$ cat src/synth_voice_allocator_unit_macros.svh
// Assertion helpers shared by the allocator RTL.
// Both macros sample on the rising edge of clk and are off while rst_n is low.
`ifndef SYNTH_VOICE_ALLOCATOR_UNIT_MACROS_SVH
`define SYNTH_VOICE_ALLOCATOR_UNIT_MACROS_SVH

// A property that must hold at every edge.
`define SVAU_CHECK(lbl, prop, msg) \
  lbl: assert property (@(posedge clk) disable iff (!rst_n) (prop)) else $error(msg);

// A property that must hold in the cycle after its trigger.
`define SVAU_CHECK_NEXT(lbl, ante, cons, msg) \
  lbl: assert property (@(posedge clk) disable iff (!rst_n) (ante) |=> (cons)) else $error(msg);

`endif

$ cat src/svalloc_pkg.sv
package svalloc_pkg;

  // Sizing of the voice slots, the held-note stack and the age counters.
  localparam int MAX_SLOTS  = 8;
  localparam int HELD_DEPTH = 128;
  localparam int AGE_BITS   = 32;

  // Field widths fixed by the interface.
  localparam int NOTE_W      = 7;
  localparam int KIND_W      = 2;
  localparam int PC_W        = 4;
  localparam int IDX_OUT_W   = 3;
  localparam int CFG_IDX_W   = 2;
  localparam int CFG_DATA_W  = 4;
  localparam int IN_TDATA_W  = 8;
  localparam int OUT_FIELDS_W = 1 + IDX_OUT_W + 1 + NOTE_W + 1 + NOTE_W;
  localparam int OUT_TDATA_W = ((OUT_FIELDS_W + 7) / 8) * 8;

  // Derived widths.
  localparam int SLOT_W     = (MAX_SLOTS > 1) ? $clog2(MAX_SLOTS) : 1;
  localparam int SLOT_CNT_W = $clog2(MAX_SLOTS + 1);
  localparam int HELD_AW    = (HELD_DEPTH > 1) ? $clog2(HELD_DEPTH) : 1;
  localparam int HELD_CW    = $clog2(HELD_DEPTH + 1);
  localparam int VOICE_W    = NOTE_W + AGE_BITS;

  // Configuration register indexes.
  localparam logic [CFG_IDX_W-1:0] REG_MONO_MODE  = CFG_IDX_W'(0);
  localparam logic [CFG_IDX_W-1:0] REG_POLY_COUNT = CFG_IDX_W'(1);

  // Event kinds on the input channel.
  typedef enum logic [KIND_W-1:0] {
    KIND_NOTE_ON  = 2'd0,
    KIND_NOTE_OFF = 2'd1,
    KIND_TICK     = 2'd2
  } kind_t;

  // Sequencer states.
  typedef enum logic [4:0] {
    S_IDLE,
    S_TK_RD,
    S_TK_WR,
    S_ST_RD,
    S_ST_CMP,
    S_OFF_RD,
    S_OFF_CMP,
    S_HS_RD,
    S_HS_CMP,
    S_SH_RD,
    S_SH_WR,
    S_POST_RM,
    S_PUSH,
    S_TOP_RD,
    S_TOP_WAIT,
    S_SLOT_WR,
    S_RESULT
  } state_t;

endpackage

$ cat src/svalloc_ram.sv
// Simple dual-port RAM: one write port, one read port, registered read data.
module svalloc_ram #(
  parameter int WIDTH = 8,
  parameter int DEPTH = 16,
  localparam int AW = (DEPTH > 1) ? $clog2(DEPTH) : 1
) (
  input  logic             clk,
  input  logic             we,
  input  logic [AW-1:0]    waddr,
  input  logic [WIDTH-1:0] wdata,
  input  logic [AW-1:0]    raddr,
  output logic [WIDTH-1:0] rdata
);

  logic [WIDTH-1:0] mem_r [DEPTH];
  logic [WIDTH-1:0] rdata_r;

  // Write port and registered read port.
  always_ff @(posedge clk) begin
    if (we) begin
      mem_r[waddr] <= wdata;
    end
    rdata_r <= mem_r[raddr];
  end

  assign rdata = rdata_r;

endmodule

$ cat src/synth_voice_allocator_unit.sv
// Channel   Ports                             Contents
// in        in_tvalid/in_tready               in_tuser: kind; in_tdata: note
// out       out_tvalid/out_tready             out_tdata: one allocation result per event
// cfg       cfg_valid/cfg_ready               cfg_index, cfg_data: register write
//
// One event is processed at a time by a sequencer around two RAMs (voice note/age
// and the held-note stack); each RAM entry visited takes a read state and then a
// compare or write state. A tick visits every slot; a poly note-on to a free slot
// goes straight to the slot write, while stealing and poly note-off search the slots
// in use. Mono events walk the stack. Reset (rst_n, synchronous) clears the active
// flags and the stack count at once, so no clearing pass is needed. A stalled output
// holds one finished result while the next event is taken; a second result waits in
// the sequencer.
`include "synth_voice_allocator_unit_macros.svh"

module synth_voice_allocator_unit (
  input  logic                                   clk,
  input  logic                                   rst_n,
  // Input events
  input  logic                                   in_tvalid,
  output logic                                   in_tready,
  input  logic [svalloc_pkg::IN_TDATA_W-1:0]     in_tdata,   // [6:0] note
  input  logic [svalloc_pkg::KIND_W-1:0]         in_tuser,   // [1:0] kind
  // Results
  output logic                                   out_tvalid,
  input  logic                                   out_tready,
  // [0] changed, [3:1] slot_index, [4] slot_active, [11:5] slot_note,
  // [12] stolen, [19:13] stolen_note
  output logic [svalloc_pkg::OUT_TDATA_W-1:0]    out_tdata,
  // Configuration writes
  input  logic                                   cfg_valid,
  output logic                                   cfg_ready,
  input  logic [svalloc_pkg::CFG_IDX_W-1:0]      cfg_index,
  input  logic [svalloc_pkg::CFG_DATA_W-1:0]     cfg_data
);

  localparam logic [svalloc_pkg::AGE_BITS-1:0] AGE_MAX = '1;

  // Control and working registers.
  svalloc_pkg::state_t state_r, state_nxt;
  logic                                   mono_mode_r, mono_mode_nxt;
  logic [svalloc_pkg::PC_W-1:0]           poly_count_r, poly_count_nxt;
  logic [svalloc_pkg::MAX_SLOTS-1:0]      active_r, active_nxt;
  logic [svalloc_pkg::HELD_CW-1:0]        held_cnt_r, held_cnt_nxt;
  logic [svalloc_pkg::HELD_CW-1:0]        held_idx_r, held_idx_nxt;
  logic [svalloc_pkg::SLOT_CNT_W-1:0]     slot_idx_r, slot_idx_nxt;
  logic                                   is_on_r, is_on_nxt;
  logic                                   found_r, found_nxt;
  logic [svalloc_pkg::NOTE_W-1:0]         note_r, note_nxt;
  logic [svalloc_pkg::NOTE_W-1:0]         wnote_r, wnote_nxt;
  logic [svalloc_pkg::SLOT_W-1:0]         wslot_r, wslot_nxt;
  logic [svalloc_pkg::AGE_BITS-1:0]       best_age_r, best_age_nxt;
  logic                                   res_changed_r, res_changed_nxt;
  logic [svalloc_pkg::SLOT_W-1:0]         res_slot_r, res_slot_nxt;
  logic                                   res_active_r, res_active_nxt;
  logic [svalloc_pkg::NOTE_W-1:0]         res_note_r, res_note_nxt;
  logic                                   res_stolen_r, res_stolen_nxt;
  logic [svalloc_pkg::NOTE_W-1:0]         res_snote_r, res_snote_nxt;
  logic                                   out_valid_r, out_valid_nxt;
  logic [svalloc_pkg::OUT_TDATA_W-1:0]    out_tdata_r, out_tdata_nxt;

  // RAM ports.
  logic                                   v_we;
  logic [svalloc_pkg::SLOT_W-1:0]         v_waddr, v_raddr;
  logic [svalloc_pkg::VOICE_W-1:0]        v_wdata, v_rdata;
  logic                                   h_we;
  logic [svalloc_pkg::HELD_AW-1:0]        h_waddr, h_raddr;
  logic [svalloc_pkg::NOTE_W-1:0]         h_wdata, h_rdata;

  // Shared decode.
  logic                                   in_xfer;
  logic                                   cfg_xfer;
  logic                                   out_free;
  logic [svalloc_pkg::SLOT_CNT_W-1:0]     n_eff;
  logic                                   free_found;
  logic [svalloc_pkg::SLOT_W-1:0]         free_slot;
  logic [svalloc_pkg::SLOT_W-1:0]         slot_sel;
  logic                                   slot_end;
  logic                                   tick_end;
  logic                                   held_end;
  logic [svalloc_pkg::HELD_CW:0]          held_nx;
  logic                                   shift_end;
  logic                                   stack_full;
  logic [svalloc_pkg::NOTE_W-1:0]         v_rnote;
  logic [svalloc_pkg::AGE_BITS-1:0]       v_rage;
  logic [svalloc_pkg::AGE_BITS-1:0]       v_age_inc;
  logic [svalloc_pkg::NOTE_W-1:0]         in_note;
  logic [svalloc_pkg::HELD_CW-1:0]        held_top;

  // Voice note and age store.
  svalloc_ram #(
    .WIDTH (svalloc_pkg::VOICE_W),
    .DEPTH (svalloc_pkg::MAX_SLOTS)
  ) u_voice_ram (
    .clk   (clk),
    .we    (v_we),
    .waddr (v_waddr),
    .wdata (v_wdata),
    .raddr (v_raddr),
    .rdata (v_rdata)
  );

  // Held-note stack, bottom at entry 0.
  svalloc_ram #(
    .WIDTH (svalloc_pkg::NOTE_W),
    .DEPTH (svalloc_pkg::HELD_DEPTH)
  ) u_held_ram (
    .clk   (clk),
    .we    (h_we),
    .waddr (h_waddr),
    .wdata (h_wdata),
    .raddr (h_raddr),
    .rdata (h_rdata)
  );

  // Handshakes: configuration wins over a new event in the idle state.
  assign cfg_ready  = (state_r == svalloc_pkg::S_IDLE);
  assign in_tready  = (state_r == svalloc_pkg::S_IDLE) && !cfg_valid;
  assign in_xfer    = in_tvalid && in_tready;
  assign cfg_xfer   = cfg_valid && cfg_ready;
  assign out_free   = !out_valid_r || out_tready;
  assign out_tvalid = out_valid_r;
  assign out_tdata  = out_tdata_r;
  assign in_note    = in_tdata[svalloc_pkg::NOTE_W-1:0];

  // Effective number of poly slots: zero acts as one, large values clamp.
  always_comb begin
    if (poly_count_r == '0) begin
      n_eff = svalloc_pkg::SLOT_CNT_W'(1);
    end else if (int'(poly_count_r) > svalloc_pkg::MAX_SLOTS) begin
      n_eff = svalloc_pkg::SLOT_CNT_W'(svalloc_pkg::MAX_SLOTS);
    end else begin
      n_eff = svalloc_pkg::SLOT_CNT_W'(poly_count_r);
    end
  end

  // Lowest free slot among the slots in use.
  always_comb begin
    free_found = 1'b0;
    free_slot  = '0;
    for (int i = svalloc_pkg::MAX_SLOTS - 1; i >= 0; i--) begin
      if (!active_r[i] && (i < int'(n_eff))) begin
        free_found = 1'b1;
        free_slot  = svalloc_pkg::SLOT_W'(i);
      end
    end
  end

  // Loop bounds and read-data fields.
  assign slot_sel   = slot_idx_r[svalloc_pkg::SLOT_W-1:0];
  assign slot_end   = (slot_idx_r == n_eff);
  assign tick_end   = (slot_idx_r == svalloc_pkg::SLOT_CNT_W'(svalloc_pkg::MAX_SLOTS));
  assign held_end   = (held_idx_r == held_cnt_r);
  assign held_nx    = {1'b0, held_idx_r} + 1'b1;
  assign shift_end  = (held_nx >= {1'b0, held_cnt_r});
  assign stack_full = (held_cnt_r == svalloc_pkg::HELD_CW'(svalloc_pkg::HELD_DEPTH));
  assign held_top   = held_cnt_r - 1'b1;
  assign v_rnote    = v_rdata[svalloc_pkg::AGE_BITS +: svalloc_pkg::NOTE_W];
  assign v_rage     = v_rdata[svalloc_pkg::AGE_BITS-1:0];
  assign v_age_inc  = (active_r[slot_sel] && (v_rage != AGE_MAX)) ? v_rage + 1'b1 : v_rage;

  // Next state.
  always_comb begin
    state_nxt = state_r;
    unique case (state_r)
      svalloc_pkg::S_IDLE: begin
        if (in_xfer) begin
          unique case (in_tuser)
            svalloc_pkg::KIND_TICK: state_nxt = svalloc_pkg::S_TK_RD;
            svalloc_pkg::KIND_NOTE_ON: begin
              if (mono_mode_r) begin
                state_nxt = svalloc_pkg::S_HS_RD;
              end else if (free_found) begin
                state_nxt = svalloc_pkg::S_SLOT_WR;
              end else begin
                state_nxt = svalloc_pkg::S_ST_RD;
              end
            end
            svalloc_pkg::KIND_NOTE_OFF: begin
              state_nxt = mono_mode_r ? svalloc_pkg::S_HS_RD : svalloc_pkg::S_OFF_RD;
            end
            default: state_nxt = svalloc_pkg::S_RESULT;
          endcase
        end
      end
      svalloc_pkg::S_TK_RD:
        state_nxt = tick_end ? svalloc_pkg::S_RESULT : svalloc_pkg::S_TK_WR;
      svalloc_pkg::S_TK_WR:
        state_nxt = svalloc_pkg::S_TK_RD;
      svalloc_pkg::S_ST_RD:
        state_nxt = slot_end ? svalloc_pkg::S_SLOT_WR : svalloc_pkg::S_ST_CMP;
      svalloc_pkg::S_ST_CMP:
        state_nxt = svalloc_pkg::S_ST_RD;
      svalloc_pkg::S_OFF_RD:
        state_nxt = slot_end ? svalloc_pkg::S_RESULT : svalloc_pkg::S_OFF_CMP;
      svalloc_pkg::S_OFF_CMP: begin
        if (active_r[slot_sel] && (v_rnote == note_r)) begin
          state_nxt = svalloc_pkg::S_RESULT;
        end else begin
          state_nxt = svalloc_pkg::S_OFF_RD;
        end
      end
      svalloc_pkg::S_HS_RD:
        state_nxt = held_end ? svalloc_pkg::S_POST_RM : svalloc_pkg::S_HS_CMP;
      svalloc_pkg::S_HS_CMP:
        state_nxt = (h_rdata == note_r) ? svalloc_pkg::S_SH_RD : svalloc_pkg::S_HS_RD;
      svalloc_pkg::S_SH_RD:
        state_nxt = shift_end ? svalloc_pkg::S_POST_RM : svalloc_pkg::S_SH_WR;
      svalloc_pkg::S_SH_WR:
        state_nxt = svalloc_pkg::S_SH_RD;
      svalloc_pkg::S_POST_RM: begin
        if (is_on_r) begin
          state_nxt = stack_full ? svalloc_pkg::S_SH_RD : svalloc_pkg::S_PUSH;
        end else if (found_r && (held_cnt_r != '0)) begin
          state_nxt = svalloc_pkg::S_TOP_RD;
        end else begin
          state_nxt = svalloc_pkg::S_RESULT;
        end
      end
      svalloc_pkg::S_PUSH:     state_nxt = svalloc_pkg::S_SLOT_WR;
      svalloc_pkg::S_TOP_RD:   state_nxt = svalloc_pkg::S_TOP_WAIT;
      svalloc_pkg::S_TOP_WAIT: state_nxt = svalloc_pkg::S_SLOT_WR;
      svalloc_pkg::S_SLOT_WR:  state_nxt = svalloc_pkg::S_RESULT;
      svalloc_pkg::S_RESULT:
        state_nxt = out_free ? svalloc_pkg::S_IDLE : svalloc_pkg::S_RESULT;
      default: state_nxt = svalloc_pkg::S_IDLE;
    endcase
  end

  // Datapath, RAM controls and result register.
  always_comb begin
    mono_mode_nxt   = mono_mode_r;
    poly_count_nxt  = poly_count_r;
    active_nxt      = active_r;
    held_cnt_nxt    = held_cnt_r;
    held_idx_nxt    = held_idx_r;
    slot_idx_nxt    = slot_idx_r;
    is_on_nxt       = is_on_r;
    found_nxt       = found_r;
    note_nxt        = note_r;
    wnote_nxt       = wnote_r;
    wslot_nxt       = wslot_r;
    best_age_nxt    = best_age_r;
    res_changed_nxt = res_changed_r;
    res_slot_nxt    = res_slot_r;
    res_active_nxt  = res_active_r;
    res_note_nxt    = res_note_r;
    res_stolen_nxt  = res_stolen_r;
    res_snote_nxt   = res_snote_r;
    out_valid_nxt   = out_valid_r && !out_tready;
    out_tdata_nxt   = out_tdata_r;

    v_we    = 1'b0;
    v_waddr = slot_sel;
    v_wdata = {v_rnote, v_age_inc};
    v_raddr = slot_sel;
    h_we    = 1'b0;
    h_waddr = held_idx_r[svalloc_pkg::HELD_AW-1:0];
    h_wdata = h_rdata;
    h_raddr = held_idx_r[svalloc_pkg::HELD_AW-1:0];

    unique case (state_r)
      // Capture the event and clear the result fields.
      svalloc_pkg::S_IDLE: begin
        if (in_xfer) begin
          note_nxt        = in_note;
          wnote_nxt       = in_note;
          wslot_nxt       = free_slot;
          is_on_nxt       = (in_tuser == svalloc_pkg::KIND_NOTE_ON);
          found_nxt       = 1'b0;
          slot_idx_nxt    = '0;
          held_idx_nxt    = '0;
          res_changed_nxt = 1'b0;
          res_slot_nxt    = '0;
          res_active_nxt  = 1'b0;
          res_note_nxt    = '0;
          res_stolen_nxt  = 1'b0;
          res_snote_nxt   = '0;
          if (mono_mode_r) begin
            wslot_nxt = '0;
          end
        end
      end
      // Age every active slot, saturating.
      svalloc_pkg::S_TK_WR: begin
        v_we         = 1'b1;
        slot_idx_nxt = slot_idx_r + 1'b1;
      end
      // Steal search: oldest active slot, lowest index on a tie.
      svalloc_pkg::S_ST_RD: begin
        if (slot_end) begin
          res_stolen_nxt = 1'b1;
        end
      end
      svalloc_pkg::S_ST_CMP: begin
        if ((slot_idx_r == '0) || (v_rage > best_age_r)) begin
          best_age_nxt  = v_rage;
          wslot_nxt     = slot_sel;
          res_snote_nxt = v_rnote;
        end
        slot_idx_nxt = slot_idx_r + 1'b1;
      end
      // Poly note-off: free the lowest slot holding the note.
      svalloc_pkg::S_OFF_CMP: begin
        if (active_r[slot_sel] && (v_rnote == note_r)) begin
          active_nxt[slot_sel] = 1'b0;
          res_changed_nxt      = 1'b1;
          res_slot_nxt         = slot_sel;
        end else begin
          slot_idx_nxt = slot_idx_r + 1'b1;
        end
      end
      // Stack search for the note.
      svalloc_pkg::S_HS_CMP: begin
        if (h_rdata == note_r) begin
          found_nxt = 1'b1;
        end else begin
          held_idx_nxt = held_idx_r + 1'b1;
        end
      end
      // Close the gap: move the entry above down by one.
      svalloc_pkg::S_SH_RD: begin
        h_raddr = held_nx[svalloc_pkg::HELD_AW-1:0];
        if (shift_end) begin
          held_cnt_nxt = held_cnt_r - 1'b1;
        end
      end
      svalloc_pkg::S_SH_WR: begin
        h_we         = 1'b1;
        held_idx_nxt = svalloc_pkg::HELD_CW'(held_nx);
      end
      // After removal: push (dropping the bottom when full), new top, or free slot 0.
      svalloc_pkg::S_POST_RM: begin
        if (is_on_r) begin
          held_idx_nxt = '0;
        end else if (found_r && (held_cnt_r == '0)) begin
          active_nxt[0]   = 1'b0;
          res_changed_nxt = 1'b1;
          res_slot_nxt    = '0;
        end
      end
      svalloc_pkg::S_PUSH: begin
        h_we         = 1'b1;
        h_waddr      = held_cnt_r[svalloc_pkg::HELD_AW-1:0];
        h_wdata      = note_r;
        held_cnt_nxt = held_cnt_r + 1'b1;
      end
      svalloc_pkg::S_TOP_RD: begin
        h_raddr = held_top[svalloc_pkg::HELD_AW-1:0];
      end
      svalloc_pkg::S_TOP_WAIT: begin
        wnote_nxt = h_rdata;
      end
      // Start a voice: new note, age zero.
      svalloc_pkg::S_SLOT_WR: begin
        v_we                = 1'b1;
        v_waddr             = wslot_r;
        v_wdata             = {wnote_r, {svalloc_pkg::AGE_BITS{1'b0}}};
        active_nxt[wslot_r] = 1'b1;
        res_changed_nxt     = 1'b1;
        res_slot_nxt        = wslot_r;
        res_active_nxt      = 1'b1;
        res_note_nxt        = wnote_r;
      end
      // Hand the result to the output register.
      svalloc_pkg::S_RESULT: begin
        if (out_free) begin
          out_valid_nxt = 1'b1;
          out_tdata_nxt = {{(svalloc_pkg::OUT_TDATA_W - svalloc_pkg::OUT_FIELDS_W){1'b0}},
                           res_snote_r, res_stolen_r, res_note_r, res_active_r,
                           svalloc_pkg::IDX_OUT_W'(res_slot_r), res_changed_r};
        end
      end
      default: begin
      end
    endcase

    // A write to either defined register clears all voices and the stack.
    if (cfg_xfer) begin
      unique case (cfg_index)
        svalloc_pkg::REG_MONO_MODE: begin
          mono_mode_nxt = cfg_data[0];
          active_nxt    = '0;
          held_cnt_nxt  = '0;
        end
        svalloc_pkg::REG_POLY_COUNT: begin
          poly_count_nxt = cfg_data[svalloc_pkg::PC_W-1:0];
          active_nxt     = '0;
          held_cnt_nxt   = '0;
        end
        default: begin
        end
      endcase
    end
  end

  // Control registers.
  always_ff @(posedge clk) begin
    if (!rst_n) begin
      state_r      <= svalloc_pkg::S_IDLE;
      mono_mode_r  <= 1'b0;
      poly_count_r <= svalloc_pkg::PC_W'(8);
      active_r     <= '0;
      held_cnt_r   <= '0;
      out_valid_r  <= 1'b0;
    end else begin
      state_r      <= state_nxt;
      mono_mode_r  <= mono_mode_nxt;
      poly_count_r <= poly_count_nxt;
      active_r     <= active_nxt;
      held_cnt_r   <= held_cnt_nxt;
      out_valid_r  <= out_valid_nxt;
    end
  end

  // Working and payload registers.
  always_ff @(posedge clk) begin
    held_idx_r    <= held_idx_nxt;
    slot_idx_r    <= slot_idx_nxt;
    is_on_r       <= is_on_nxt;
    found_r       <= found_nxt;
    note_r        <= note_nxt;
    wnote_r       <= wnote_nxt;
    wslot_r       <= wslot_nxt;
    best_age_r    <= best_age_nxt;
    res_changed_r <= res_changed_nxt;
    res_slot_r    <= res_slot_nxt;
    res_active_r  <= res_active_nxt;
    res_note_r    <= res_note_nxt;
    res_stolen_r  <= res_stolen_nxt;
    res_snote_r   <= res_snote_nxt;
    out_tdata_r   <= out_tdata_nxt;
  end

  // Checks on the allocator state.
  `SVAU_CHECK(a_held_bound, held_cnt_r <= svalloc_pkg::HELD_CW'(svalloc_pkg::HELD_DEPTH), "held count above stack depth")
  `SVAU_CHECK(a_mono_one_voice, !mono_mode_r || ((active_r >> 1) == '0), "mono mode has a voice above slot 0")
  `SVAU_CHECK(a_poly_in_range, mono_mode_r || ((active_r >> n_eff) == '0), "active voice beyond poly count")
  `SVAU_CHECK_NEXT(a_one_event, in_tvalid && in_tready, !in_tready, "event taken while another is in work")
  `SVAU_CHECK_NEXT(a_cfg_clears, cfg_valid && cfg_ready && ((cfg_index == svalloc_pkg::REG_MONO_MODE) || (cfg_index == svalloc_pkg::REG_POLY_COUNT)), (active_r == '0) && (held_cnt_r == '0), "register write did not clear voices")

endmodule

$ cat config.mk
export PLATFORM = sky130hd
export DESIGN_NAME = synth_voice_allocator_unit
export DESIGN_NICKNAME = d
export VERILOG_FILES = /design/src/svalloc_pkg.sv /design/src/svalloc_ram.sv /design/src/synth_voice_allocator_unit.sv
export VERILOG_INCLUDE_DIRS = /design/src /design/src/src
export SDC_FILE = /design/constraint.sdc
export NUM_CORES = 2
export LEC_CHECK = 0
export ABC_CLOCK_PERIOD_IN_PS = 6200
export BUFFER_PORTS_ARGS = -buffer_cell sky130_fd_sc_hd__buf_2
export CORE_ASPECT_RATIO = 0.6
export CORE_MARGIN = 1
export CORE_UTILIZATION = 65
export DETAILED_ROUTE_END_ITERATION = 6
export GPL_ROUTABILITY_DRIVEN = 1
export PLACE_DENSITY_LB_ADDON = 0.12
export SETUP_SLACK_MARGIN = 0.2
export SLEW_MARGIN = 5
export SYNTH_ARGS = -nofsm -noshare
export SYNTH_HDL_FRONTEND = slang
export SYNTH_SLANG_ARGS = --single-unit
$ cat constraint.sdc
create_clock -name clk -period 6.2 [get_ports clk]
set_input_delay 1.86 -clock clk [delete_from_list [all_inputs] [get_ports clk]]
set_output_delay 1.86 -clock clk [all_outputs]
set_load 0.1 [all_outputs]
==> impl_metrics.py <==
metrics = {
    "run_status": {
        "outcome": "completed",
    },
    "hold_path": {
        "hp-start": "res_note_r[4]",
        "hold_path_class": "reg -> reg",
    },
    "timing": {
        "rsz0062_at_grt": "no",
        "post-route-min-period_ps": 4870,
        "fmax_ghz": 0.205,
        "fin_tns_setup_ps": 0,
        "tightest_slew_ps": 1200,
        "timing.final.crit_share_pct": 78.6,
        "setup_violations": 0,
        "slew_violations": 0,
        "worst_slack_ps": 1330,
        "clock_skew_ps": 36.6,
        "hold_violations": 0,
        "relSlewSlack_pct": 19.9,
    },
    "clocking": {
        "clock_latency_ps": 730,
        "cts_buffers": 116,
        "cts_max_level": 3,
        "clock_sink_count": 1384,
        "ctsResizeCount": 0,
        "cts_hold_buf": 0,
        "cts_buffer_depth": 3,
        "post-cts-setup-buffers": 0,
        "path_clk_slew_ps": 70,
        "clockRootBuffer": "clkbuf_16",
        "cts_tree": "built",
    },
    "pwr": {
        "seqPwrFrac_pct": 42.6,
        "internal-power_mw": 18.7,
        "clock_power_share_pct": 24.5,
        "power_mw": 29.9,
        "combPwrFrac_pct": 32.9,
        "switchingPower_mw": 11.2,
        "power_density_nw_per_um2": 486,
        "swShare_pct": 37.5,
        "cellLeakagePower_nw": 20.8,
        "peakVddDrop_mv": 0.538,
    },
    "global_routing": {
        "gr-usage-met1_pct": 53.7,
        "grt.overflow.total": 0,
        "grt.met2_usage_pct": 42.0,
        "grt-busiest-layer": "met1",
        "grt_pass1_vias": 33200,
        "grt_antenna_before_repair": 3,
        "grt_pass1_wl_mm": 210,
        "grt_max_degree": 156,
        "gr-usage-all-layers_pct": 32.2,
        "use_met3_pct": 8.67,
    },
    "critical_path": {
        "cp-end-kind": "flip-flop",
        "cp_top_family": "simple AND/OR/NAND/NOR gates",
        "cp.required_ps": 6860,
        "crit_fanout": 56,
        "setup.worst_path.start_class": "flip-flop",
        "arrival_ps": 5530,
        "crit_buf_inv": 2,
        "crit_chain": "and4bb_1 > a21oi_1 > o221ai_4 > buf_12 > buf_12 > nand2_1 > nand3_1 > a21oi_1 > nor4_1 > nand4b_1 > nand4_1",
        "startpoint": "state_r[0]",
        "slowest_stage": "o221ai_4",
        "r2r_start": "state_r[0]",
        "crit_type": "reg -> reg",
        "slowest_delay_ps": 970,
    },
    "detailed_routing": {
        "firstDrtPassIters": 6,
        "drc": 0,
        "wl_per_cell_um": 25.1,
        "totalWireLength_mm": 141,
        "via_count": 36400,
        "drt_iter0_markers": 5173,
        "ant_nets": 0,
        "vias_per_cell": 6.46,
    },
    "die": {
        "fp-row-count": 83,
        "core-area_um2": 85700,
        "dieArea_um2": 87900,
        "start_util_pct": 65.8,
        "die_width_um": 382,
        "die_h_um": 230,
        "ios": 48,
    },
    "synth": {
        "synth_area_um2": 56300,
        "synth_top_area_share_pct": 69.9,
        "seq_area_frac_synth_pct": 72.5,
        "synth_top_cell_by_area": "edfxtp_1",
        "synth_mux_area_share_pct": 0.417,
        "synth_fa_ha_area_share_pct": 1.02,
        "synth_top_family_by_area": "simple AND/OR/NAND/NOR gates",
        "async_flop_share_pct": 0,
        "synth_edf_count": 1311,
        "ys_ff_latch": 1384,
        "synthXorXnorAreaFrac_pct": 1.06,
        "synth_top_cells_by_area": "edfxtp_1 70%, nand2_1 6.6%, nand3_1 4.2%, dfxtp_1 2.6%, a21oi_1 2.3%",
        "syn_inst": 4409,
        "synth-main-ff-cell": "edfxtp_1",
        "synth_compound_area_share_pct": 6.34,
        "yosysWarnings": 0,
        "avgSynthCellArea_um2": 12.8,
        "yosysMostFrequentCell": "edfxtp_1",
        "synth.distinct_cells": 81,
        "synthSimpleGateAreaFrac_pct": 16.0,
        "ys_top_cells_by_count": "1311 x edfxtp_1, 993 x nand2_1, 476 x nand3_1",
    },
    "finish": {
        "stdcell_count": 5637,
        "drive_above_1_share_pct": 8.33,
        "final_nets": 4457,
        "areaGrowthSynthToFinish_pct": 9.19,
        "nFillCells": 5622,
        "multi_input_area_um2": 14200,
        "register_area_um2": 40800,
        "n_antenna_cell": 0,
    },
    "run": {
        "max_cap_viol_count": 0,
    },
    "placed_design": {
        "port_buffers": 42,
        "dpl.cell_count": 5419,
        "dp_slack_ps": 1580,
        "dp_hpwl_mm": 85.5,
        "gp_congestion": 0.954,
    },
}
[logic make-up (layout without fill, tap and decap cells)]
group | after synthesis | after routing
muxes | 21 | 21
other | 1 | 4
AOI/OAI and AO/OA | 562 | 562
xor gates and xnor gates | 68 | 68
buffers and inverters | 329 | 407
and+or+nand+nor | 1998 | 1998
DFF | 1384 | 1384
adders and majority gates | 46 | 46
[power by group through the flow]
| stage | Clock, mW | Sequential (mW) | Combinational (mW) |
|---|---|---|---|
| floorplan | 0 | 12.8 | 6.24 |
| global placement | 0 | 12.9 | 9.40 |
| detailed placement | 0 | 12.9 | 9.56 |
| CTS | 7.35 | 12.7 | 9.64 |
| global route | 7.69 | 12.8 | 10.6 |
| finish | 7.31 | 12.7 | 9.85 |
[sequential cells by signal (all words and copies together) (netlist names), 8 cells and up]
register           count
u_held_ram.mem_r     896
u_voice_ram.mem_r    312
u_voice_ram.rdata     39
best_age_r            32
out_tdata             20
active_r               8
held_cnt_r             8
held_idx_r             8
[per-stage QoR]
stage	hold WS, ps	utilization (%)	instance area, µm²
after floorplan	400	-	56400
after global placement	401	67.4	57700
after detailed placement	405	67.4	57700
after CTS	419	71.8	61500
after global routing	431	71.8	61500
final	417	71.8	61500
[path summary, 6_finish.rpt]
kind / depth (start not counted) / slack (ps) / end
worst max-delay path: 11 / 1330 / u_held_ram.rdata[0]
worst min-delay path: 0 / 420 / out_tdata[9]
worst max register to register: 11 / 1330 / u_held_ram.rdata[0]
worst min register to register: 0 / 420 / out_tdata[9]
[placed cells by master (no fill, tap or decap), drive strengths merged, types with 8 or more instances in the layout]
cell / n
o31ai: 10
mux2: 10
nor4: 39
buf: 126
nand3: 480
nand4b: 27
a22oi: 141
mux2i: 10
dfxtp: 73
clkinv: 52
ha: 46
nand3b: 11
edfxtp: 1311
a211oi: 9
o21ai: 37
inv: 62
clkbuf: 155
nor2b: 18
bufinv: 8
nand2b: 14
nand2: 993
xnor2: 38
nor3: 54
a21o: 21
a221oi: 10
a22o: 13
and2: 22
xor2: 30
or3: 13
a21oi: 260
a31oi: 18
and3: 17
nand4: 59
nor2: 230
[per-layer routing]
metal,wire length (µm),vias to the layer above
li1,-,16100
met2,57100,2287
met5,0,-
met3,20200,207
met1,61500,17800
met4,2570,0
[final cells by class]
cell class,instances,share of cell area [%]
clock buffers,155,5.29
clock inverters,63,0.862
inverters,63,0.384
multi-input cells,2699,23.1
flip-flops and latches,1384,66.4
well taps,1147,2.33
repair buffers,126,1.63
(Power assumes the default switching activity.)
